## src/framed_drive_command_decoder_defines.svh

```systemverilog
// Assertion macros shared by the framed drive command decoder RTL.
`ifndef FRAMED_DRIVE_COMMAND_DECODER_DEFINES_SVH
`define FRAMED_DRIVE_COMMAND_DECODER_DEFINES_SVH
`ifndef SYNTH
// Check a property on every clock edge outside reset.
`define FDCD_ASSERT(lbl, clk, rst_n, prop, msg) \
	lbl: assert property (@(posedge clk) disable iff (!rst_n) prop) else $error(msg);
// Check a property on every clock edge, reset included.
`define FDCD_ASSERT_ALWAYS(lbl, clk, prop, msg) \
	lbl: assert property (@(posedge clk) prop) else $error(msg);
`else
`define FDCD_ASSERT(lbl, clk, rst_n, prop, msg)
`define FDCD_ASSERT_ALWAYS(lbl, clk, prop, msg)
`endif
`endif

```

## src/fdcd_pkg.sv

```systemverilog
// Types and constants of the framed drive command decoder.
package fdcd_pkg;

	localparam logic [7:0] STX_BYTE = 8'h02;
	localparam logic [7:0] ETX_BYTE = 8'h03;
	localparam logic [7:0] MAX_LEN  = 8'd10;

	// register indexes of the configuration port
	typedef enum logic [2:0] {
		REG_TIMEOUT_MS,
		REG_DEADBAND,
		REG_TURN_DRIVE,
		REG_COLLECTOR_SPEED,
		REG_LEFT_REST_ANGLE,
		REG_LEFT_FIRE_ANGLE,
		REG_RIGHT_REST_ANGLE,
		REG_RIGHT_FIRE_ANGLE
	} reg_idx_t;

	localparam int unsigned CFG_DATA_W = 16;

	typedef struct packed {
		logic [15:0] timeout_ms;
		logic [7:0]  deadband;
		logic [7:0]  turn_drive;
		logic [7:0]  collector_speed;
		logic [7:0]  left_rest_angle;
		logic [7:0]  left_fire_angle;
		logic [7:0]  right_rest_angle;
		logic [7:0]  right_fire_angle;
	} cfg_t;

	typedef struct packed {
		logic       action;
		logic [7:0] rx_byte;
	} rx_item_t;

	typedef struct packed {
		logic       kind;
		logic [7:0] front_left_speed;
		logic [7:0] front_right_speed;
		logic [7:0] rear_left_speed;
		logic [7:0] rear_right_speed;
		logic       front_left_dir;
		logic       front_right_dir;
		logic       rear_left_dir;
		logic       rear_right_dir;
		logic [7:0] left_servo_angle;
		logic [7:0] right_servo_angle;
		logic [7:0] collector_drive;
	} cmd_item_t;

	// result kinds
	localparam logic KIND_COMMAND = 1'b0;
	localparam logic KIND_STOP    = 1'b1;

	// input actions
	localparam logic ACT_BYTE = 1'b0;
	localparam logic ACT_TICK = 1'b1;

	// event handed from the parser to the mixer
	typedef struct packed {
		logic              kind;
		logic signed [7:0] x;
		logic signed [7:0] y;
		logic              turn_neg;
		logic              turn_pos;
		logic              left_fire;
		logic              right_fire;
		logic              collecting;
	} evt_t;

endpackage

```

## src/fdcd_chan_if.sv

```systemverilog
// Valid/ready channel carrying one payload item per transfer.
interface fdcd_chan_if #(
	parameter type payload_t = logic
);
	logic     valid;
	logic     ready;
	payload_t payload;

	modport source (output valid, output payload, input ready);
	modport sink (input valid, input payload, output ready);
endinterface

```

## src/fdcd_parser.sv

```systemverilog
// Frame parser: first register stage, turns bytes and ticks into events.
`include "framed_drive_command_decoder_defines.svh"

module fdcd_parser (
	input  logic            clk,
	input  logic            arst_n,
	input  fdcd_pkg::cfg_t  cfg,
	fdcd_chan_if.sink       rx,
	output logic            evt_valid,
	output fdcd_pkg::evt_t  evt,
	input  logic            evt_ready
);
	import fdcd_pkg::*;

	typedef enum logic [1:0] {PH_IDLE, PH_LEN, PH_DATA} phase_t;

	phase_t      phase_q, phase_d;
	logic [7:0]  flen_q, flen_d;
	logic [7:0]  dcnt_q, dcnt_d;
	logic [7:0]  bytes_q [3];
	logic [7:0]  bytes_d [3];
	logic [15:0] idle_q, idle_d;
	logic        left_launched_q, left_launched_d;
	logic        right_launched_q, right_launched_d;
	logic        collecting_q, collecting_d;
	logic        left_fire_q, left_fire_d;
	logic        right_fire_q, right_fire_d;
	logic        valid_s1;
	evt_t        evt_s1, evt_d;
	logic        acc, emit, take;
	logic        do_stop, do_cmd;
	logic [7:0]  b, fl;

	assign take     = valid_s1 && evt_ready;
	assign rx.ready = !valid_s1 || evt_ready;
	assign acc      = rx.valid && rx.ready;
	assign b        = rx.payload.rx_byte;
	assign fl       = bytes_q[2];

	always_comb begin
		phase_d          = phase_q;
		flen_d           = flen_q;
		dcnt_d           = dcnt_q;
		bytes_d          = bytes_q;
		idle_d           = idle_q;
		left_launched_d  = left_launched_q;
		right_launched_d = right_launched_q;
		collecting_d     = collecting_q;
		left_fire_d      = left_fire_q;
		right_fire_d     = right_fire_q;
		do_stop          = 1'b0;
		do_cmd           = 1'b0;
		if (acc) begin
			if (rx.payload.action == ACT_TICK) begin
				if (phase_q != PH_IDLE) begin
					if (idle_q >= cfg.timeout_ms)
						do_stop = 1'b1;
					else
						idle_d = idle_q + 16'd1;
				end
			end else begin
				idle_d = '0;
				unique case (phase_q)
					PH_IDLE: begin
						if (b != STX_BYTE)
							do_stop = 1'b1;
						else
							phase_d = PH_LEN;
					end
					PH_LEN: begin
						if (b > MAX_LEN) begin
							do_stop = 1'b1;
						end else begin
							flen_d  = b;
							dcnt_d  = '0;
							phase_d = PH_DATA;
						end
					end
					PH_DATA: begin
						if (dcnt_q < flen_q) begin
							if (dcnt_q < 8'd3)
								bytes_d[dcnt_q[1:0]] = b;
							dcnt_d = dcnt_q + 8'd1;
						end else if (b == ETX_BYTE) begin
							do_cmd = 1'b1;
						end else begin
							do_stop = 1'b1;
						end
					end
					default: do_stop = 1'b1;
				endcase
			end
		end
		// both outcomes end the frame
		if (do_stop || do_cmd) begin
			phase_d = PH_IDLE;
			flen_d  = '0;
			dcnt_d  = '0;
			bytes_d = '{default: '0};
		end
		if (do_stop) begin
			idle_d       = '0;
			left_fire_d  = 1'b0;
			right_fire_d = 1'b0;
		end
		if (do_cmd) begin
			if (fl[5]) begin
				left_launched_d = !left_launched_q;
				left_fire_d     = !left_launched_q;
			end
			if (fl[6]) begin
				right_launched_d = !right_launched_q;
				right_fire_d     = !right_launched_q;
			end
			if (fl[7])
				collecting_d = !collecting_q;
		end
		emit             = do_stop || do_cmd;
		evt_d.kind       = do_stop ? KIND_STOP : KIND_COMMAND;
		evt_d.x          = bytes_q[0];
		evt_d.y          = bytes_q[1];
		evt_d.turn_neg   = fl[4] && !fl[3];
		evt_d.turn_pos   = fl[3] && !fl[4];
		evt_d.left_fire  = left_fire_d;
		evt_d.right_fire = right_fire_d;
		evt_d.collecting = collecting_d;
	end

	always_ff @(posedge clk or negedge arst_n) begin
		if (!arst_n) begin
			phase_q          <= PH_IDLE;
			flen_q           <= '0;
			dcnt_q           <= '0;
			bytes_q          <= '{default: '0};
			idle_q           <= '0;
			left_launched_q  <= 1'b0;
			right_launched_q <= 1'b0;
			collecting_q     <= 1'b0;
			left_fire_q      <= 1'b0;
			right_fire_q     <= 1'b0;
			valid_s1         <= 1'b0;
			evt_s1           <= '0;
		end else begin
			phase_q          <= phase_d;
			flen_q           <= flen_d;
			dcnt_q           <= dcnt_d;
			bytes_q          <= bytes_d;
			idle_q           <= idle_d;
			left_launched_q  <= left_launched_d;
			right_launched_q <= right_launched_d;
			collecting_q     <= collecting_d;
			left_fire_q      <= left_fire_d;
			right_fire_q     <= right_fire_d;
			if (acc && emit) begin
				valid_s1 <= 1'b1;
				evt_s1   <= evt_d;
			end else if (take) begin
				valid_s1 <= 1'b0;
			end
		end
	end

	assign evt_valid = valid_s1;
	assign evt       = evt_s1;

	`FDCD_ASSERT(a_idle_count_clear, clk, arst_n, (phase_q == PH_IDLE) |-> (idle_q == '0), "idle counter running outside a frame")
	`FDCD_ASSERT(a_data_count_bound, clk, arst_n, (dcnt_q <= flen_q) && (flen_q <= MAX_LEN), "data count beyond frame length")
	`FDCD_ASSERT(a_stop_rests_servos, clk, arst_n, (valid_s1 && evt_s1.kind == KIND_STOP) |-> (!evt_s1.left_fire && !evt_s1.right_fire), "safety stop with a servo at fire angle")

endmodule

```

## src/fdcd_mixer.sv

```systemverilog
// Wheel mixer and servo selection: second stage, holds the result register.
`include "framed_drive_command_decoder_defines.svh"

module fdcd_mixer (
	input  logic           clk,
	input  logic           arst_n,
	input  fdcd_pkg::cfg_t cfg,
	input  logic           evt_valid,
	input  fdcd_pkg::evt_t evt,
	output logic           evt_ready,
	fdcd_chan_if.source    cmd
);
	import fdcd_pkg::*;

	// 1/sqrt2 in Q16
	localparam logic signed [26:0] MIX_K = 27'sd46341;

	typedef struct packed {
		logic [7:0] spd;
		logic       neg;
	} whl_t;

	// truncate toward zero, apply dead zone and clamp
	function automatic whl_t wheel(input logic signed [26:0] q, input logic [7:0] dz);
		logic [26:0] mag;
		logic [9:0]  m;
		whl_t        w;
		mag   = q[26] ? 27'(-q) : 27'(q);
		m     = mag[25:16];
		w.neg = q[26] && (m > {2'b00, dz});
		if (m <= {2'b00, dz})
			w.spd = '0;
		else if (m > 10'd255)
			w.spd = 8'hFF;
		else
			w.spd = m[7:0];
		return w;
	endfunction

	logic                valid_s2;
	cmd_item_t           res_s2, res_d;
	logic signed [9:0]   s_sum, s_dif, t;
	logic signed [26:0]  p_sum, p_dif, tq;
	whl_t                w_fl, w_fr, w_rl, w_rr;

	assign evt_ready = !valid_s2 || cmd.ready;

	always_comb begin
		s_sum = 10'(evt.x) + 10'(evt.y);
		s_dif = 10'(evt.y) - 10'(evt.x);
		if (evt.turn_neg)
			t = -$signed({2'b00, cfg.turn_drive});
		else if (evt.turn_pos)
			t = $signed({2'b00, cfg.turn_drive});
		else
			t = '0;
		p_sum = 27'(s_sum) * MIX_K;
		p_dif = 27'(s_dif) * MIX_K;
		tq    = 27'(t) <<< 16;
		w_fl  = wheel(p_sum + tq, cfg.deadband);
		w_fr  = wheel(p_dif - tq, cfg.deadband);
		w_rl  = wheel(tq - p_sum, cfg.deadband);
		w_rr  = wheel(-p_dif - tq, cfg.deadband);

		res_d = '0;
		res_d.kind = evt.kind;
		if (evt.kind == KIND_STOP) begin
			res_d.left_servo_angle  = cfg.left_rest_angle;
			res_d.right_servo_angle = cfg.right_rest_angle;
		end else begin
			res_d.front_left_speed  = w_fl.spd;
			res_d.front_right_speed = w_fr.spd;
			res_d.rear_left_speed   = w_rl.spd;
			res_d.rear_right_speed  = w_rr.spd;
			res_d.front_left_dir    = w_fl.neg;
			res_d.front_right_dir   = !w_fr.neg;
			res_d.rear_left_dir     = w_rl.neg;
			res_d.rear_right_dir    = !w_rr.neg;
			res_d.left_servo_angle  = evt.left_fire ? cfg.left_fire_angle
				: cfg.left_rest_angle;
			res_d.right_servo_angle = evt.right_fire ? cfg.right_fire_angle
				: cfg.right_rest_angle;
			res_d.collector_drive   = evt.collecting ? cfg.collector_speed : 8'd0;
		end
	end

	always_ff @(posedge clk or negedge arst_n) begin
		if (!arst_n) begin
			valid_s2 <= 1'b0;
		end else if (evt_ready) begin
			valid_s2 <= evt_valid;
		end
	end

	always_ff @(posedge clk) begin
		if (evt_valid && evt_ready)
			res_s2 <= res_d;
	end

	assign cmd.valid   = valid_s2;
	assign cmd.payload = res_s2;

	`FDCD_ASSERT(a_stop_motors_off, clk, arst_n, (valid_s2 && res_s2.kind == KIND_STOP) |-> ((res_s2.front_left_speed | res_s2.front_right_speed | res_s2.rear_left_speed | res_s2.rear_right_speed | res_s2.collector_drive) == 8'd0), "safety stop with a motor driven")

endmodule

```

## src/framed_drive_command_decoder.sv

```systemverilog
// Top level of the framed drive command decoder.
// Each input transfer on rx is either a received serial byte or a one
// millisecond tick. Bytes are parsed as frames: 0x02, a length byte (at most
// 10), that many data bytes (stick x, stick y, flags; further bytes are
// counted and dropped, missing ones read as zero), then 0x03. A complete
// frame gives one command result on cmd: four omni wheel speeds and
// directions mixed at 1/sqrt2 with a turn term, dead zone and clamp, the
// launcher servo angles and the collector drive. A bad byte, or a tick once
// the idle count inside a frame has reached timeout_ms, resets the parser
// and gives a safety stop result with all motors at zero and both servos at
// rest. Ticks outside a frame give nothing. Rate: one transfer per clock
// cycle while rx.ready is high; a result goes from its transfer through the
// parser register stage and the mixer result register. The result register
// parts the two sides, so while a result waits for cmd.ready rx keeps
// taking items until a second result is held in the parser stage.
// Configuration registers are written through wr_en, wr_index and wr_data,
// by the user only while the block is idle; the block does not enforce it.
module framed_drive_command_decoder (
	input  logic                              clk,
	input  logic                              arst_n,
	fdcd_chan_if.sink                         rx,
	fdcd_chan_if.source                       cmd,
	input  logic                              wr_en,
	input  logic [2:0]                        wr_index,
	input  logic [fdcd_pkg::CFG_DATA_W-1:0]   wr_data
);
	import fdcd_pkg::*;

	cfg_t cfg_q;
	logic evt_valid, evt_ready;
	evt_t evt;

	// Configuration registers: take each write at once, keep the low bits
	// that the register holds.
	always_ff @(posedge clk or negedge arst_n) begin
		if (!arst_n) begin
			cfg_q.timeout_ms       <= 16'd10000;
			cfg_q.deadband         <= 8'd30;
			cfg_q.turn_drive       <= 8'd64;
			cfg_q.collector_speed  <= 8'd64;
			cfg_q.left_rest_angle  <= 8'd180;
			cfg_q.left_fire_angle  <= 8'd90;
			cfg_q.right_rest_angle <= 8'd90;
			cfg_q.right_fire_angle <= 8'd180;
		end else if (wr_en) begin
			unique case (reg_idx_t'(wr_index))
				REG_TIMEOUT_MS:       cfg_q.timeout_ms       <= wr_data[15:0];
				REG_DEADBAND:         cfg_q.deadband         <= wr_data[7:0];
				REG_TURN_DRIVE:       cfg_q.turn_drive       <= wr_data[7:0];
				REG_COLLECTOR_SPEED:  cfg_q.collector_speed  <= wr_data[7:0];
				REG_LEFT_REST_ANGLE:  cfg_q.left_rest_angle  <= wr_data[7:0];
				REG_LEFT_FIRE_ANGLE:  cfg_q.left_fire_angle  <= wr_data[7:0];
				REG_RIGHT_REST_ANGLE: cfg_q.right_rest_angle <= wr_data[7:0];
				REG_RIGHT_FIRE_ANGLE: cfg_q.right_fire_angle <= wr_data[7:0];
				default: ;
			endcase
		end
	end

	// Stage 1: parse the transfer, update frame and launcher state, and
	// hold an event when a frame ends or is aborted.
	fdcd_parser u_parser (
		.clk       (clk),
		.arst_n    (arst_n),
		.cfg       (cfg_q),
		.rx        (rx),
		.evt_valid (evt_valid),
		.evt       (evt),
		.evt_ready (evt_ready)
	);

	// Stage 2: mix the wheels, pick servo angles and hold the result until
	// the sink takes it.
	fdcd_mixer u_mixer (
		.clk       (clk),
		.arst_n    (arst_n),
		.cfg       (cfg_q),
		.evt_valid (evt_valid),
		.evt       (evt),
		.evt_ready (evt_ready),
		.cmd       (cmd)
	);

endmodule

```

## src/flat_wrapper.sv

```systemverilog
// flat-port wrapper written by rule: the top's interface ports become plain ports
module framed_drive_command_decoder_flat import fdcd_pkg::*;
  (clk, arst_n, wr_en, wr_index, wr_data, rx_valid, rx_payload, rx_ready, cmd_valid, cmd_payload, cmd_ready);
  fdcd_chan_if #(.payload_t(rx_item_t)) rx_i ();
  fdcd_chan_if #(.payload_t(cmd_item_t)) cmd_i ();
  input  logic clk;
  input  logic arst_n;
  input  logic wr_en;
  input  logic [2:0] wr_index;
  input  logic [fdcd_pkg::CFG_DATA_W-1:0] wr_data;
  input wire logic [$bits(rx_i.valid)-1:0] rx_valid;
  input wire logic [$bits(rx_i.payload)-1:0] rx_payload;
  output wire logic [$bits(rx_i.ready)-1:0] rx_ready;
  output wire logic [$bits(cmd_i.valid)-1:0] cmd_valid;
  output wire logic [$bits(cmd_i.payload)-1:0] cmd_payload;
  input wire logic [$bits(cmd_i.ready)-1:0] cmd_ready;
  assign rx_i.valid = rx_valid;
  assign rx_i.payload = rx_payload;
  assign rx_ready = rx_i.ready;
  assign cmd_valid = cmd_i.valid;
  assign cmd_payload = cmd_i.payload;
  assign cmd_i.ready = cmd_ready;
  framed_drive_command_decoder u_core (.clk(clk), .arst_n(arst_n), .rx(rx_i), .cmd(cmd_i), .wr_en(wr_en), .wr_index(wr_index), .wr_data(wr_data));
endmodule
```

## config.mk

```make
export PLATFORM = sky130hd
export DESIGN_NAME = framed_drive_command_decoder_flat
export DESIGN_NICKNAME = d
export VERILOG_FILES = /design/src/fdcd_pkg.sv /design/src/fdcd_chan_if.sv /design/src/fdcd_parser.sv /design/src/fdcd_mixer.sv /design/src/framed_drive_command_decoder.sv /design/src/flat_wrapper.sv
export VERILOG_INCLUDE_DIRS = /design/src /design/src/src
export SDC_FILE = /design/constraint.sdc
export NUM_CORES = 1
export LEC_CHECK = 0
export BUFFER_PORTS_ARGS = -buffer_cell sky130_fd_sc_hd__buf_4
export CELL_PAD_IN_SITES_DETAIL_PLACEMENT = 0
export CELL_PAD_IN_SITES_GLOBAL_PLACEMENT = 1
export CORE_MARGIN = 2
export CORE_UTILIZATION = 40
export DETAILED_ROUTE_END_ITERATION = 10
export GPL_TIMING_DRIVEN = 0
export HOLD_SLACK_MARGIN = 0.08
export PLACE_DENSITY_LB_ADDON = 0.1
export SLEW_MARGIN = 20
export SYNTH_ARGS = -nofsm -noshare
export SYNTH_HDL_FRONTEND = slang
export SYNTH_SLANG_ARGS = --single-unit
```

## constraint.sdc

```tcl
create_clock -name clk -period 15.7 [get_ports clk]
set_input_delay 0 -clock clk [delete_from_list [all_inputs] [get_ports clk]]
set_output_delay 0 -clock clk [all_outputs]
set_load 0.02 [all_outputs]
```

==> impl_metrics.env <==
export IMPL_status="complete, no violations"
export IMPL_post_cts_resized=0
export IMPL_p_int_mw=1.51
export IMPL_ir_worst_vdd_mv=0.0777
export IMPL_clockBufferDepth=3
export IMPL_maxSlewViolCount=0
export IMPL_crit_path_end_kind="flip-flop"
export IMPL_dp_cells=2898
export IMPL_clkPwrFrac_pct=23.1
export IMPL_rrSetupSlack_ns=3.35
export IMPL_netSwitchingFraction_pct=40.4
export IMPL_hpwl_mm=41.1
export IMPL_first_global_vias=15700
export IMPL_pwr_share_comb_pct=50.5
export IMPL_max_freq_mhz=81.0
export IMPL_layout_commonest_cell="ha_1"
export IMPL_coreArea_um2=49100
export IMPL_syn_to_final_growth_pct=14.1
export IMPL_min_path_type="input port to flip-flop"
export IMPL_synth_edf_count=61
export IMPL_drive_above_1_share_pct=11.4
export IMPL_clock_sinks=217
export IMPL_postSynthAreaPerCell_um2=9.32
export IMPL_r2r_cells=52
export IMPL_totalWireLength_mm=51.3
export IMPL_cts_htree_levels=1
export IMPL_rsz0062_at_grt="no"
export IMPL_syn_area_um2=19900
export IMPL_die_h_um=227
export IMPL_ant_nets=0
export IMPL_post_cts_buffers=0
export IMPL_startpoint_type="flip-flop"
export IMPL_final_util_pct=46.4
export IMPL_drt_pass1_iter_count=5
export IMPL_setup_viol=0
export IMPL_num_fill_cells=4778
export IMPL_required_ns=15.94
export IMPL_antennaDiodeCount=0
export IMPL_cts_made_buffers=24
export IMPL_ys_types=85
export IMPL_yosysWarnings=0
export IMPL_crit_type="flip-flop to flip-flop"
export IMPL_max_stage_delay_ns=0.91
export IMPL_viasPerCell=5.27
export IMPL_period_share_pct=78.7
export IMPL_globalplace_congestion=0.876
export IMPL_cts_tree="built"
export IMPL_final_hold_violation_count=0
export IMPL_crit_path_frequent_cell="ha_1"
export IMPL_grt_max_degree=99
export IMPL_rows=81
export IMPL_grt_first_pass_wirelength_mm=82.9
export IMPL_holdBufCountCts=37
export IMPL_vias=15700
export IMPL_whs_ns=0.113
export IMPL_crit_fanout=9
export IMPL_finClkSkew_ns=0.00897
export IMPL_cp_arrival_ns=12.59
export IMPL_seq_area_um2=5770
export IMPL_period_needed_ns=12.35
export IMPL_hold_depth=4
export IMPL_fin_nets=2694
export IMPL_p_leak_nw=11.5
export IMPL_die_w_um=227
export IMPL_slew_headroom_pct=26.1
export IMPL_maxCapViolCount=0
export IMPL_cts_root_buf="clkbuf_16"
export IMPL_seq_area_frac_synth_pct=28.9
export IMPL_instances_no_fill=2979
export IMPL_post_drt_wl_per_cell_um=17.2
export IMPL_cpMaxStageDelayCell="o31ai_1"
export IMPL_layout_common_cells="311 x ha_1, 235 x inv_1, 180 x nand2_1"
export IMPL_p_per_area_nw_per_um2=111
export IMPL_drc=0
export IMPL_grt_usage_pct=20.1
export IMPL_synth_seq_cells=217
export IMPL_overflow=0
export IMPL_synth_nets=2538
export IMPL_p_seq_share_pct=26.4
export IMPL_power_switching_mw=1.02
export IMPL_start_util_pct=40.7
export IMPL_synth_top_flop_cell="dfrtp_1"
export IMPL_dieArea_um2=51700
export IMPL_path_clk_slew_ns=0.06
export IMPL_postSynthCellCount=2141
export IMPL_port_buffers=90
export IMPL_multi_input_area_um2=13100
export IMPL_antenna_found_initial=0
export IMPL_tns_ns=0
export IMPL_tightest_slew_ns=1.10
export IMPL_drt_iter0_drc=688
export IMPL_insertion_delay_ns=0.52
export IMPL_async_flop_share_pct=71.9
export IMPL_io_pins=96
-- registers in the layout, indices dropped and copies added, names as in the netlist --
name / cells
u_core.u_parser.idle_q: 16
u_core.u_parser.right_fire_q: 1
u_core.u_parser.right_launched_q: 1
u_core.u_parser.evt: 22
u_core.cfg_q: 72
u_core.u_parser.evt_valid: 1
u_core.u_mixer.cmd.payload: 61
u_core.u_parser.left_launched_q: 1
u_core.u_parser.phase_q: 2
u_core.u_mixer.cmd.valid: 1
u_core.u_parser.dcnt_q: 8
u_core.u_parser.flen_q: 8
u_core.u_parser.collecting_q: 1
u_core.u_parser.left_fire_q: 1
u_core.u_parser.fl: 5
u_core.u_parser.bytes_q: 16
-- per-layer routing --
layer  routed length [um]  track usage [%]  vias to the layer above
li1                     -                -                     7866
met1                24600             27.5                     7554
met2                23900             34.1                      226
met3                 1720             2.28                       58
met4                 1030             4.43                        0
met5                    0                0                        -
-- critical path, delay by kind of cell (launching register included) --
family	cells	cell delay, ns
compound gates	24	5.22
fa+ha+maj	10	3.54
simple gates	15	2.03
buf+inv	2	0.50
flops	1	0.40
xor+xnor	1	0.35
-- cell usage after synthesis, types with 29 or more instances --
master,number,share of area [%]
ha_1,311,20
inv_1,235,4.4
nand2_1,180,3.4
nor2_1,130,2.4
dfrtp_1,129,16
o21ai_0,115,2.9
a21oi_1,105,2.6
xnor2_1,82,3.6
mux2_2,67,3.8
edfxtp_1,61,9.2
fa_1,53,5.3
a21o_1,47,1.8
xor2_1,46,2.0
clkbuf_1,44,0.83
nor3_1,37,0.93
nand3_1,35,0.88
nand4_1,32,1.0
nand2b_1,29,0.91
-- final timing paths --
| check | startpoint | to |
|---|---|---|
| hold reg to reg | u_core.u_parser.collecting_q | u_core.u_parser.collecting_q |
| setup / recovery | u_core.u_parser.evt[13] | u_core.u_mixer.cmd.payload[39] |
| setup reg to reg | u_core.u_parser.evt[13] | u_core.u_mixer.cmd.payload[39] |
| min in group asynchronous | arst_n | u_core.cfg_q[69] |
| max in group asynchronous | arst_n | u_core.cfg_q[22] |
| hold / removal | wr_index[1] | u_core.cfg_q[41] |
-- layout make-up --
class | instances | share of cell area, %
inverters | 235 | 3.87
multi-input cells | 1640 | 57.7
plain buffers | 49 | 0.885
well taps | 664 | 3.65
clock inverters | 8 | 0.539
repair buffers | 130 | 4.98
flip-flops and latches | 217 | 25.3
clock buffers | 36 | 3.06
-- stage by stage --
stage          power, mW  worst slack (ns)  area, um2
6_report            2.54              3.35      22800
3_3_place_gp        1.92              2.92      21500
4_1_cts             2.56              3.20      22800
2_1_floorplan       1.62              5.54      19900
5_1_grt             2.74              2.32      22800
3_5_place_dp        1.95              3.33      21600
-- logic make-up (layout without fill, tap and decap cells) --
| kind of cell | count (synthesis) | count (layout) | synth area share, % |
|---|---|---|---|
| adder cells (fa/ha/maj) | 364 | 364 | 24.8 |
| multiplexers | 93 | 93 | 5.09 |
| XOR/XNOR | 128 | 128 | 5.62 |
| flip-flops | 217 | 217 | 28.9 |
| AO/OA/AOI/OAI | 452 | 452 | 15.0 |
| AND/OR/NAND/NOR | 603 | 603 | 15.1 |
| buffers and inverters | 284 | 458 | 5.43 |
-- power by group through the flow --
| stage | combinational (mW) | clock [mW] | sequential [mW] |
|---|---|---|---|
| 2_1_floorplan | 0.940 | 0 | 0.684 |
| 3_3_place_gp | 1.24 | 0 | 0.679 |
| 3_5_place_dp | 1.27 | 0 | 0.681 |
| 4_1_cts | 1.28 | 0.602 | 0.671 |
| 5_1_grt | 1.44 | 0.624 | 0.676 |
| 6_report | 1.28 | 0.587 | 0.670 |
Note: power is estimated with default switching activity, not from simulation.
